`src/rtl/rsnep_pkg.sv`:
```
// ============================================================================
// rsnep_pkg
// Types, constants and suite decode functions for the RSN element parser.
// ============================================================================
package rsnep_pkg;

    localparam logic [7:0]  ELEM_TAG     = 8'h30;
    localparam logic [7:0]  VERSION_LO   = 8'h01;
    localparam logic [7:0]  VERSION_HI   = 8'h00;
    localparam logic [23:0] STD_OUI      = 24'h000FAC;

    // cipher suite types and mask bits
    localparam logic [7:0]  SUITE_TKIP     = 8'd2;
    localparam logic [7:0]  SUITE_CCMP     = 8'd4;
    localparam logic [7:0]  SUITE_GCMP256  = 8'd9;
    localparam logic [2:0]  CIPHER_TKIP    = 3'd1;
    localparam logic [2:0]  CIPHER_CCMP    = 3'd2;
    localparam logic [2:0]  CIPHER_GCMP256 = 3'd4;

    // AKM suite types and mask bits
    localparam logic [7:0]  AKM_PSK        = 8'd2;
    localparam logic [7:0]  AKM_PSK_SHA256 = 8'd6;
    localparam logic [7:0]  AKM_SAE        = 8'd8;
    localparam logic [7:0]  AKM_FT_SAE     = 8'd9;
    localparam logic [7:0]  AKM_SAE_EXT    = 8'd24;
    localparam logic [4:0]  AKMB_PSK        = 5'd1;
    localparam logic [4:0]  AKMB_PSK_SHA256 = 5'd2;
    localparam logic [4:0]  AKMB_SAE        = 5'd4;
    localparam logic [4:0]  AKMB_FT_SAE     = 5'd8;
    localparam logic [4:0]  AKMB_SAE_EXT    = 5'd16;

    typedef struct packed {
        logic [7:0] element_byte;
        logic       final_byte;
    } t_word;

    typedef struct packed {
        logic [7:0] group_mgmt_suite;
        logic       mfp_capable;
        logic       mfp_required;
        logic [4:0] akm_suites;
        logic [2:0] pairwise_ciphers;
        logic [2:0] group_cipher;
    } t_fields;

    typedef struct packed {
        logic    has_rsn;
        t_fields fields;
    } t_result;

    function automatic logic [2:0] cipher_bits(input logic [23:0] suite,
                                               input logic [7:0]  last);
        logic [2:0] bits;
        bits = '0;
        if (suite == STD_OUI) begin
            case (last)
                SUITE_TKIP:    bits = CIPHER_TKIP;
                SUITE_CCMP:    bits = CIPHER_CCMP;
                SUITE_GCMP256: bits = CIPHER_GCMP256;
                default:       bits = '0;
            endcase
        end
        return bits;
    endfunction

    function automatic logic [4:0] akm_bits(input logic [23:0] suite,
                                            input logic [7:0]  last);
        logic [4:0] bits;
        bits = '0;
        if (suite == STD_OUI) begin
            case (last)
                AKM_PSK:        bits = AKMB_PSK;
                AKM_PSK_SHA256: bits = AKMB_PSK_SHA256;
                AKM_SAE:        bits = AKMB_SAE;
                AKM_FT_SAE:     bits = AKMB_FT_SAE;
                AKM_SAE_EXT:    bits = AKMB_SAE_EXT;
                default:        bits = '0;
            endcase
        end
        return bits;
    endfunction

endpackage

```
`src/rtl/rsnep_in_reg.sv`:
```
// ============================================================================
// rsnep_in_reg
// Input register: holds one buffer word until the parser takes it.
// ============================================================================
module rsnep_in_reg (
    input  logic           i_clk,
    input  logic           i_rst_n,
    input  logic           i_valid,
    output logic           o_ready,
    input  rsnep_pkg::t_word i_word,
    output logic           o_valid,
    input  logic           i_take,
    output rsnep_pkg::t_word o_word
);

    logic            r_valid;
    rsnep_pkg::t_word r_word;

    assign o_ready = !r_valid || i_take;
    assign o_valid = r_valid;
    assign o_word  = r_word;

    always_ff @(posedge i_clk) begin
        if (!i_rst_n) begin
            r_valid <= 1'b0;
        end else if (o_ready) begin
            r_valid <= i_valid;
        end
    end

    always_ff @(posedge i_clk) begin
        if (o_ready && i_valid) begin
            r_word <= i_word;
        end
    end

endmodule

```
`src/rtl/rsnep_parser.sv`:
```
// ============================================================================
// rsnep_parser
// Per-word element state update and result register.
// ============================================================================
module rsnep_parser (
    input  logic              i_clk,
    input  logic              i_rst_n,
    input  logic              i_valid,
    output logic              o_take,
    input  rsnep_pkg::t_word  i_word,
    output logic              o_out_valid,
    input  logic              i_out_ready,
    output rsnep_pkg::t_result o_result
);

    localparam logic [3:0] PH_TAG   = 4'd0;
    localparam logic [3:0] PH_GROUP = 4'd1;
    localparam logic [3:0] PH_PCNT  = 4'd2;
    localparam logic [3:0] PH_PLIST = 4'd3;
    localparam logic [3:0] PH_ACNT  = 4'd4;
    localparam logic [3:0] PH_ALIST = 4'd5;
    localparam logic [3:0] PH_CAPS  = 4'd6;
    localparam logic [3:0] PH_KCNT  = 4'd7;
    localparam logic [3:0] PH_SKIP  = 4'd8;
    localparam logic [3:0] PH_GMGMT = 4'd9;
    localparam logic [3:0] PH_DONE  = 4'd10;

    logic [8:0]  r_pos,      n_pos;
    logic [8:0]  r_len,      n_len;
    logic [3:0]  r_phase,    n_phase;
    logic [15:0] r_remain,   n_remain;
    logic [20:0] r_skip_end, n_skip_end;
    logic [23:0] r_suite,    n_suite;
    logic [7:0]  r_cnt_lo,   n_cnt_lo;
    logic [7:0]  r_caps_lo,  n_caps_lo;
    logic        r_failed,   n_failed;
    logic [1:0]  r_part,     n_part;
    rsnep_pkg::t_fields r_fields, n_fields;

    logic               r_out_valid;
    rsnep_pkg::t_result r_result;

    logic [7:0]  w_b;
    logic [3:0]  w_phase;
    logic        w_room;
    logic        w_in_body;
    logic        w_ok;
    logic        w_fire;
    logic        w_done;

    assign w_b       = i_word.element_byte;
    assign w_room    = ({1'b0, r_pos} + 10'd4) <= {1'b0, r_len};
    assign w_in_body = (r_pos >= 9'd4) && (r_pos < r_len);
    assign o_take    = i_valid && (!i_word.final_byte || !r_out_valid || i_out_ready);
    assign w_fire    = o_take;
    assign w_done    = w_fire && i_word.final_byte;

    always_comb begin
        n_pos      = (&r_pos) ? r_pos : r_pos + 9'd1;
        n_len      = r_len;
        n_phase    = r_phase;
        n_remain   = r_remain;
        n_skip_end = r_skip_end;
        n_suite    = r_suite;
        n_cnt_lo   = r_cnt_lo;
        n_caps_lo  = r_caps_lo;
        n_failed   = r_failed;
        n_part     = r_part;
        n_fields   = r_fields;
        w_phase    = r_phase;

        if (r_pos == 9'd0 && w_b != rsnep_pkg::ELEM_TAG) begin
            n_failed = 1'b1;
        end
        if (r_pos == 9'd1) begin
            n_len = {1'b0, w_b} + 9'd2;
        end
        if (r_pos == 9'd2 && w_b != rsnep_pkg::VERSION_LO) begin
            n_failed = 1'b1;
        end
        if (r_pos == 9'd3) begin
            if (w_b != rsnep_pkg::VERSION_HI) begin
                n_failed = 1'b1;
            end
            n_phase = PH_GROUP;
            n_part  = 2'd0;
        end

        if (w_in_body) begin
            if (w_phase == PH_PLIST && r_part == 2'd0 && (r_remain == 16'd0 || !w_room)) begin
                w_phase = PH_ACNT;
            end
            if (w_phase == PH_ALIST && r_part == 2'd0 && (r_remain == 16'd0 || !w_room)) begin
                w_phase = PH_CAPS;
            end
            if (w_phase == PH_SKIP && {12'd0, r_pos} == r_skip_end) begin
                w_phase = w_room ? PH_GMGMT : PH_DONE;
            end
            n_phase = w_phase;

            case (w_phase)
                PH_GROUP, PH_PLIST, PH_ALIST, PH_GMGMT: begin
                    if (r_part != 2'd3) begin
                        n_suite = {r_suite[15:0], w_b};
                        n_part  = r_part + 2'd1;
                    end else begin
                        n_part = 2'd0;
                        case (w_phase)
                            PH_GROUP: begin
                                n_fields.group_cipher = r_fields.group_cipher
                                    | rsnep_pkg::cipher_bits(r_suite, w_b);
                                n_phase = PH_PCNT;
                            end
                            PH_PLIST: begin
                                n_fields.pairwise_ciphers = r_fields.pairwise_ciphers
                                    | rsnep_pkg::cipher_bits(r_suite, w_b);
                                n_remain = r_remain - 16'd1;
                            end
                            PH_ALIST: begin
                                n_fields.akm_suites = r_fields.akm_suites
                                    | rsnep_pkg::akm_bits(r_suite, w_b);
                                n_remain = r_remain - 16'd1;
                            end
                            default: begin
                                if (r_suite == rsnep_pkg::STD_OUI) begin
                                    n_fields.group_mgmt_suite = r_fields.group_mgmt_suite | w_b;
                                end
                                n_phase = PH_DONE;
                            end
                        endcase
                    end
                end
                PH_PCNT, PH_ACNT, PH_KCNT: begin
                    if (r_part == 2'd0) begin
                        n_cnt_lo = w_b;
                        n_part   = 2'd1;
                    end else begin
                        n_part   = 2'd0;
                        n_remain = {w_b, r_cnt_lo};
                        case (w_phase)
                            PH_PCNT: n_phase = PH_PLIST;
                            PH_ACNT: n_phase = PH_ALIST;
                            default: begin
                                n_skip_end = {12'd0, r_pos} + 21'd1
                                           + {1'b0, w_b, r_cnt_lo, 4'd0};
                                n_phase = PH_SKIP;
                            end
                        endcase
                    end
                end
                PH_CAPS: begin
                    if (r_part == 2'd0) begin
                        n_caps_lo = w_b;
                        n_part    = 2'd1;
                    end else begin
                        n_part = 2'd0;
                        n_fields.mfp_required = r_fields.mfp_required | r_caps_lo[6];
                        n_fields.mfp_capable  = r_fields.mfp_capable  | r_caps_lo[7];
                        n_phase = PH_KCNT;
                    end
                end
                default: begin
                end
            endcase
        end
    end

    assign w_ok = !n_failed && (n_len >= 9'd4) && (n_len <= n_pos);

    always_ff @(posedge i_clk) begin
        if (!i_rst_n || w_done) begin
            r_pos      <= '0;
            r_len      <= '0;
            r_phase    <= PH_TAG;
            r_remain   <= '0;
            r_skip_end <= '0;
            r_suite    <= '0;
            r_cnt_lo   <= '0;
            r_caps_lo  <= '0;
            r_failed   <= 1'b0;
            r_part     <= '0;
            r_fields   <= '0;
        end else if (w_fire) begin
            r_pos      <= n_pos;
            r_len      <= n_len;
            r_phase    <= n_phase;
            r_remain   <= n_remain;
            r_skip_end <= n_skip_end;
            r_suite    <= n_suite;
            r_cnt_lo   <= n_cnt_lo;
            r_caps_lo  <= n_caps_lo;
            r_failed   <= n_failed;
            r_part     <= n_part;
            r_fields   <= n_fields;
        end
    end

    always_ff @(posedge i_clk) begin
        if (!i_rst_n) begin
            r_out_valid <= 1'b0;
        end else if (w_done) begin
            r_out_valid <= 1'b1;
        end else if (i_out_ready) begin
            r_out_valid <= 1'b0;
        end
    end

    always_ff @(posedge i_clk) begin
        if (w_done) begin
            r_result.has_rsn <= w_ok;
            r_result.fields  <= w_ok ? n_fields : '0;
        end
    end

    assign o_out_valid = r_out_valid;
    assign o_result    = r_result;

endmodule

```
`src/rtl/rsn_element_parser.sv`:
```
// ============================================================================
// rsn_element_parser
// RSN element parser: one buffer byte per word, one result word per buffer.
//
// Channel  Dir  Handshake                 Payload
// in       in   i_in_valid / o_in_ready   i_element_byte, i_final_byte
// out      out  o_out_valid / i_out_ready o_has_rsn .. o_group_mgmt_suite
//
// One input word per cycle unless the input stalls; the final byte, once accepted,
// passes the input register, then one state update into the result reg.
// Reset clears all parse state and both valid flags.
// Input stalls only when the input register holds a final byte while the
// result register is full and not being taken.
// ============================================================================
module rsn_element_parser (
    input  logic       i_clk,
    input  logic       i_rst_n,
    input  logic       i_in_valid,
    output logic       o_in_ready,
    input  logic [7:0] i_element_byte,
    input  logic       i_final_byte,
    output logic       o_out_valid,
    input  logic       i_out_ready,
    output logic       o_has_rsn,
    output logic [2:0] o_group_cipher,
    output logic [2:0] o_pairwise_ciphers,
    output logic [4:0] o_akm_suites,
    output logic       o_mfp_required,
    output logic       o_mfp_capable,
    output logic [7:0] o_group_mgmt_suite
);

    rsnep_pkg::t_word   w_in_word;
    rsnep_pkg::t_word   w_reg_word;
    rsnep_pkg::t_result w_result;
    logic               w_reg_valid;
    logic               w_take;

    assign w_in_word.element_byte = i_element_byte;
    assign w_in_word.final_byte   = i_final_byte;

    rsnep_in_reg u_in_reg (
        .i_clk   (i_clk),
        .i_rst_n (i_rst_n),
        .i_valid (i_in_valid),
        .o_ready (o_in_ready),
        .i_word  (w_in_word),
        .o_valid (w_reg_valid),
        .i_take  (w_take),
        .o_word  (w_reg_word)
    );

    rsnep_parser u_parser (
        .i_clk       (i_clk),
        .i_rst_n     (i_rst_n),
        .i_valid     (w_reg_valid),
        .o_take      (w_take),
        .i_word      (w_reg_word),
        .o_out_valid (o_out_valid),
        .i_out_ready (i_out_ready),
        .o_result    (w_result)
    );

    assign o_has_rsn          = w_result.has_rsn;
    assign o_group_cipher     = w_result.fields.group_cipher;
    assign o_pairwise_ciphers = w_result.fields.pairwise_ciphers;
    assign o_akm_suites       = w_result.fields.akm_suites;
    assign o_mfp_required     = w_result.fields.mfp_required;
    assign o_mfp_capable      = w_result.fields.mfp_capable;
    assign o_group_mgmt_suite = w_result.fields.group_mgmt_suite;

endmodule

```
`config.mk`:
```
export PLATFORM = sky130hd
export DESIGN_NAME = rsn_element_parser
export DESIGN_NICKNAME = d
export VERILOG_FILES = /design/src/rtl/rsnep_pkg.sv /design/src/rtl/rsnep_in_reg.sv /design/src/rtl/rsnep_parser.sv /design/src/rtl/rsn_element_parser.sv
export SDC_FILE = /design/constraint.sdc
export NUM_CORES = 1
export LEC_CHECK = 0
export BUFFER_PORTS_ARGS = -buffer_cell sky130_fd_sc_hd__buf_2
export CORE_MARGIN = 2
export CORE_UTILIZATION = 30
export DETAILED_ROUTE_END_ITERATION = 7
export HOLD_SLACK_MARGIN = 0.08
export PLACE_DENSITY = 0.48
export SYNTH_ARGS = -nofsm -noshare
export SYNTH_HDL_FRONTEND = slang
export SYNTH_SLANG_ARGS = --single-unit
```
`constraint.sdc`:
```
create_clock -name i_clk -period 5.1 [get_ports i_clk]
set_clock_uncertainty 0.2 [all_clocks]
set_input_delay 1.02 -clock i_clk [delete_from_list [all_inputs] [get_ports i_clk]]
set_output_delay 1.02 -clock i_clk [all_outputs]
set_load 0.05 [all_outputs]
```
==> reports/summary.txt <==
initial antenna violation count: 0
Synth Area in XOR/XNOR: 5.647%
Final Cycle Share: 93.33%
Post-Route WL: 22560 um
Syn Inst Count: 938
H-tree depth: 4
Tmin final: 4760 ps
standard-cell rows: 60
worst slack, placed: 410.8 ps
Leakage: 3.887 nW
Pre-antenna DRT Iters: 5
max-cap violations: 0
Netlist Area Pre-Place: 0.008220 mm2
GRT Overall Usage: 16.27%
final setup vio count: 0
Routed wire per std cell: 17.20 um
WP data required: 5270 ps
crit path max fanout: 13
starting density of the core: 30.50%
I/O Buffers: 36
CTS tree: yes
# IOs: 37
critical path endpoint category: register
EDFF count, synth: 31
sequential area share after synthesis: 40.30%
crit path DAT: 4930 ps
Reg clk slew, reported paths: 70 ps
number of fillers in the final layout: 2766
worst setup margin: 340.4 ps
syn avg cell area: 8.764 um2
Hold Path Class: register to register
CTS Buffer Depth: 2
Synth Area in Adders: 6.941%
DRT iter0 DRCs: 495
post-layout util: 34.91%
Worst-Skew Late Latency: 440 ps
antenna cell count: 0
DIE HEIGHT: 169.5 um
post-route antenna net violation count: 0
Slew Limit Fails: 0
most common flop cell mapped by yosys: dfxtp_1
Setup TNS: 0 ps
vias: 6732
Simple-Gate Fraction of Synth Area: 21.46%
DR vias/cell: 5.131
RSZ-0062 raised after global routing: no
die area: 0.02874 mm2
post-synth cell types: 70
slew margin rel.: 27.58%
CTS buffer count: 17
Post-synth ARST share: 0%
net count after synthesis: 996
HPWL after detailed placement: 15930 um
Setup CP Type: register to register
flops & latches, synth: 150
status: complete, no violations
NumNets Final: 1016
layout cells sized above 1: 12.05%
# DRC: 0
mux contribution to synthesized area: 6.514%
compound-gate portion of the synthesized area: 14.69%
Post-CTS Hold Buffers: 0
Max rail drop VDD: 0.1953 mV
Ys Warns: 0
post-CTS sizing: 0
GR Overflow Total: 0
post-CTS setup buffer count: 0
PwrDens: 291.7 mW/mm2
die width: 169.5 um
area delta synth->final: 14.44%
core area: 0.02695 mm2
gpl congestion: 0.8612
Root Driver: clkbuf_16
largest net degree at the start of global routing: 66
Worst Tran Pin Value: 1086 ps
clk sinks: 150
final hold vios: 0
largest family of logic cells by synthesized area: simple AND/OR/NAND/NOR gates
crit start category: register
vias in the first global route: 6394
Fmax: 0.2101 GHz
first-pass GRT wire length: 36180 um
==> metrics by stage <==
stage / cell area, um2 / power (W) / instances / hold slack [ps]
after floorplan: 8220 / 0.001413 / 938 / 232.0
after detailed placement: 8822 / 0.001502 / 1280 / 250.7
after CTS: 9408 / 0.002775 / 1312 / 260.5
after global placement: 8822 / 0.001503 / 1280 / 242.5
final: 9408 / 0.002744 / 1312 / 258.7
after global routing: 9408 / 0.002854 / 1312 / 284.2
==> per-layer routing <==
| layer | up-vias | GRT usage (%) | routed length (um) | share of wire (%) |
|---|---|---|---|---|
| met5 | - | 0 | 0 | 0 |
| met4 | 0 | 5.054 | 393 | 1.7 |
| met3 | 24 | 3.475 | 915 | 4.1 |
| met2 | 150 | 25.13 | 10080 | 45 |
| met1 | 3155 | 22.69 | 11180 | 50 |
| li1 | 3403 | - | - | - |
==> final cells by class <==
| class | count | area, um2 | share of cell area, % |
|---|---|---|---|
| Inverter | 27 | 101.3 | 1.077 |
| Tap cell | 341 | 426.7 | 4.535 |
| Timing Repair Buffer | 66 | 417.9 | 4.442 |
| Clock buffer | 18 | 429.2 | 4.562 |
| Clock inverter | 14 | 156.4 | 1.662 |
| Sequential cell | 150 | 3313 | 35.22 |
| Multi-Input combinational cell | 696 | 4563 | 48.50 |
==> worst paths after layout <==
check                                             from                      to  slack, ps  cells after the start
worst max-delay path                 u_parser.r_pos[2]    u_parser.r_remain[0]        340                     13
worst min-delay path            u_parser.r_skip_end[9]  u_parser.r_skip_end[9]        260                      2
worst max register to register       u_parser.r_pos[2]    u_parser.r_remain[0]        340                     13
worst min register to register  u_parser.r_skip_end[9]  u_parser.r_skip_end[9]        260                      2
==> where the power goes <==
group | internal (W) | total (W) | switching [W]
sequential | 0.00122 | 0.00124 | 0.0000151
clock | 0.000696 | 0.00127 | 0.000574
combinational | 0.0000777 | 0.000239 | 0.000161
total | 0.00199 | 0.00274 | 0.000750
==> registers in the layout (all words and copies together) (netlist names) <==
register / cells
u_in_reg.o_valid: 1
u_in_reg.o_word: 9
u_parser.r_remain: 16
u_parser.r_part: 2
u_parser.r_failed: 1
u_parser.r_suite: 24
u_parser.o_out_valid: 1
u_parser.r_pos: 9
u_parser.r_len: 9
u_parser.r_skip_end: 21
u_parser.r_fields: 21
u_parser.r_phase: 4
u_parser.r_cnt_lo: 8
u_parser.o_result: 22
u_parser.r_caps_lo: 2
==> layout by cell type (no fill, tap or decap), types with 4 or more instances in the layout <==
master     instances
ha_1              44
nand2_1           72
nor4_1            11
xnor2_1           43
a21oi_1           79
o22ai_1           14
mux2i_1           51
clkbuf_16         17
buf_4             29
o21a_1             8
a31oi_1           15
and3_1             8
or3_1             13
a21o_1             6
nand2b_1           9
dfxtp_1          119
edfxtp_1          31
or2_2              4
inv_1             27
nor3b_1            6
buf_2             36
nor2b_1            8
nand3_1           21
xor2_1            10
nand4_1           11
or4_1              5
inv_6              5
o211ai_1           4
nor2_1           121
and2_1             5
a211oi_1          24
nor3_1            33
o21ai_0           16
==> cells by family (layout without fill, tap and decap cells) <==
kind of cell	count (synthesis)	after routing
XOR/XNOR	53	53
adder cells (fa/ha/maj)	45	45
AND/OR/NAND/NOR	353	353
flip-flops	150	150
AO/OA/AOI/OAI	192	192
buffers and inverters	92	125
multiplexers	53	53
==> critical path: stages, from the launching register on <==
cell	delay, ps
dfxtp_1	590
ha_1	380
nand3_1	180
xnor2_1	170
ha_1	190
a21o_1	190
a211oi_1	280
or4b_1	530
a41oi_1	210
and4_1	430
mux2i_2	490
nor2_4	160
or4b_1	530
a21oi_1	140
==> synthesized netlist by cell type, types with 4 or more instances <==
cell type  number  area (um2)
a21o_1          6       45.04
and2_1          5       31.28
a21oi_1        80       400.4
ha_1           44       550.5
nor2b_1         8       50.05
or3_1          13       81.33
nand2_1        72       270.3
clkbuf_1       51       191.4
inv_1          27       101.4
a31oi_1        15       93.84
buf_1           5       18.77
nor3_1         34       170.2
a211oi_1       24       180.2
nand2b_1       10       62.56
o21a_1          8       60.06
xor2_1         10       87.58
mux2i_1        51       510.5
or4_1           5       37.54
nor2_1        121       454.2
o21ai_0        16       80.08
o211ai_1        4       30.03
dfxtp_1       119        2382
or2_2           4       25.02
edfxtp_1       31       930.9
and3_1          8       50.05
nand4_1        11       68.82
buf_2           7       35.03
nor4_1         11       68.82
xnor2_1        43       376.6
nand3_1        21       105.1
o22ai_1        14       87.58
nor3b_1         6       45.04
(Power assumes the default switching activity.)
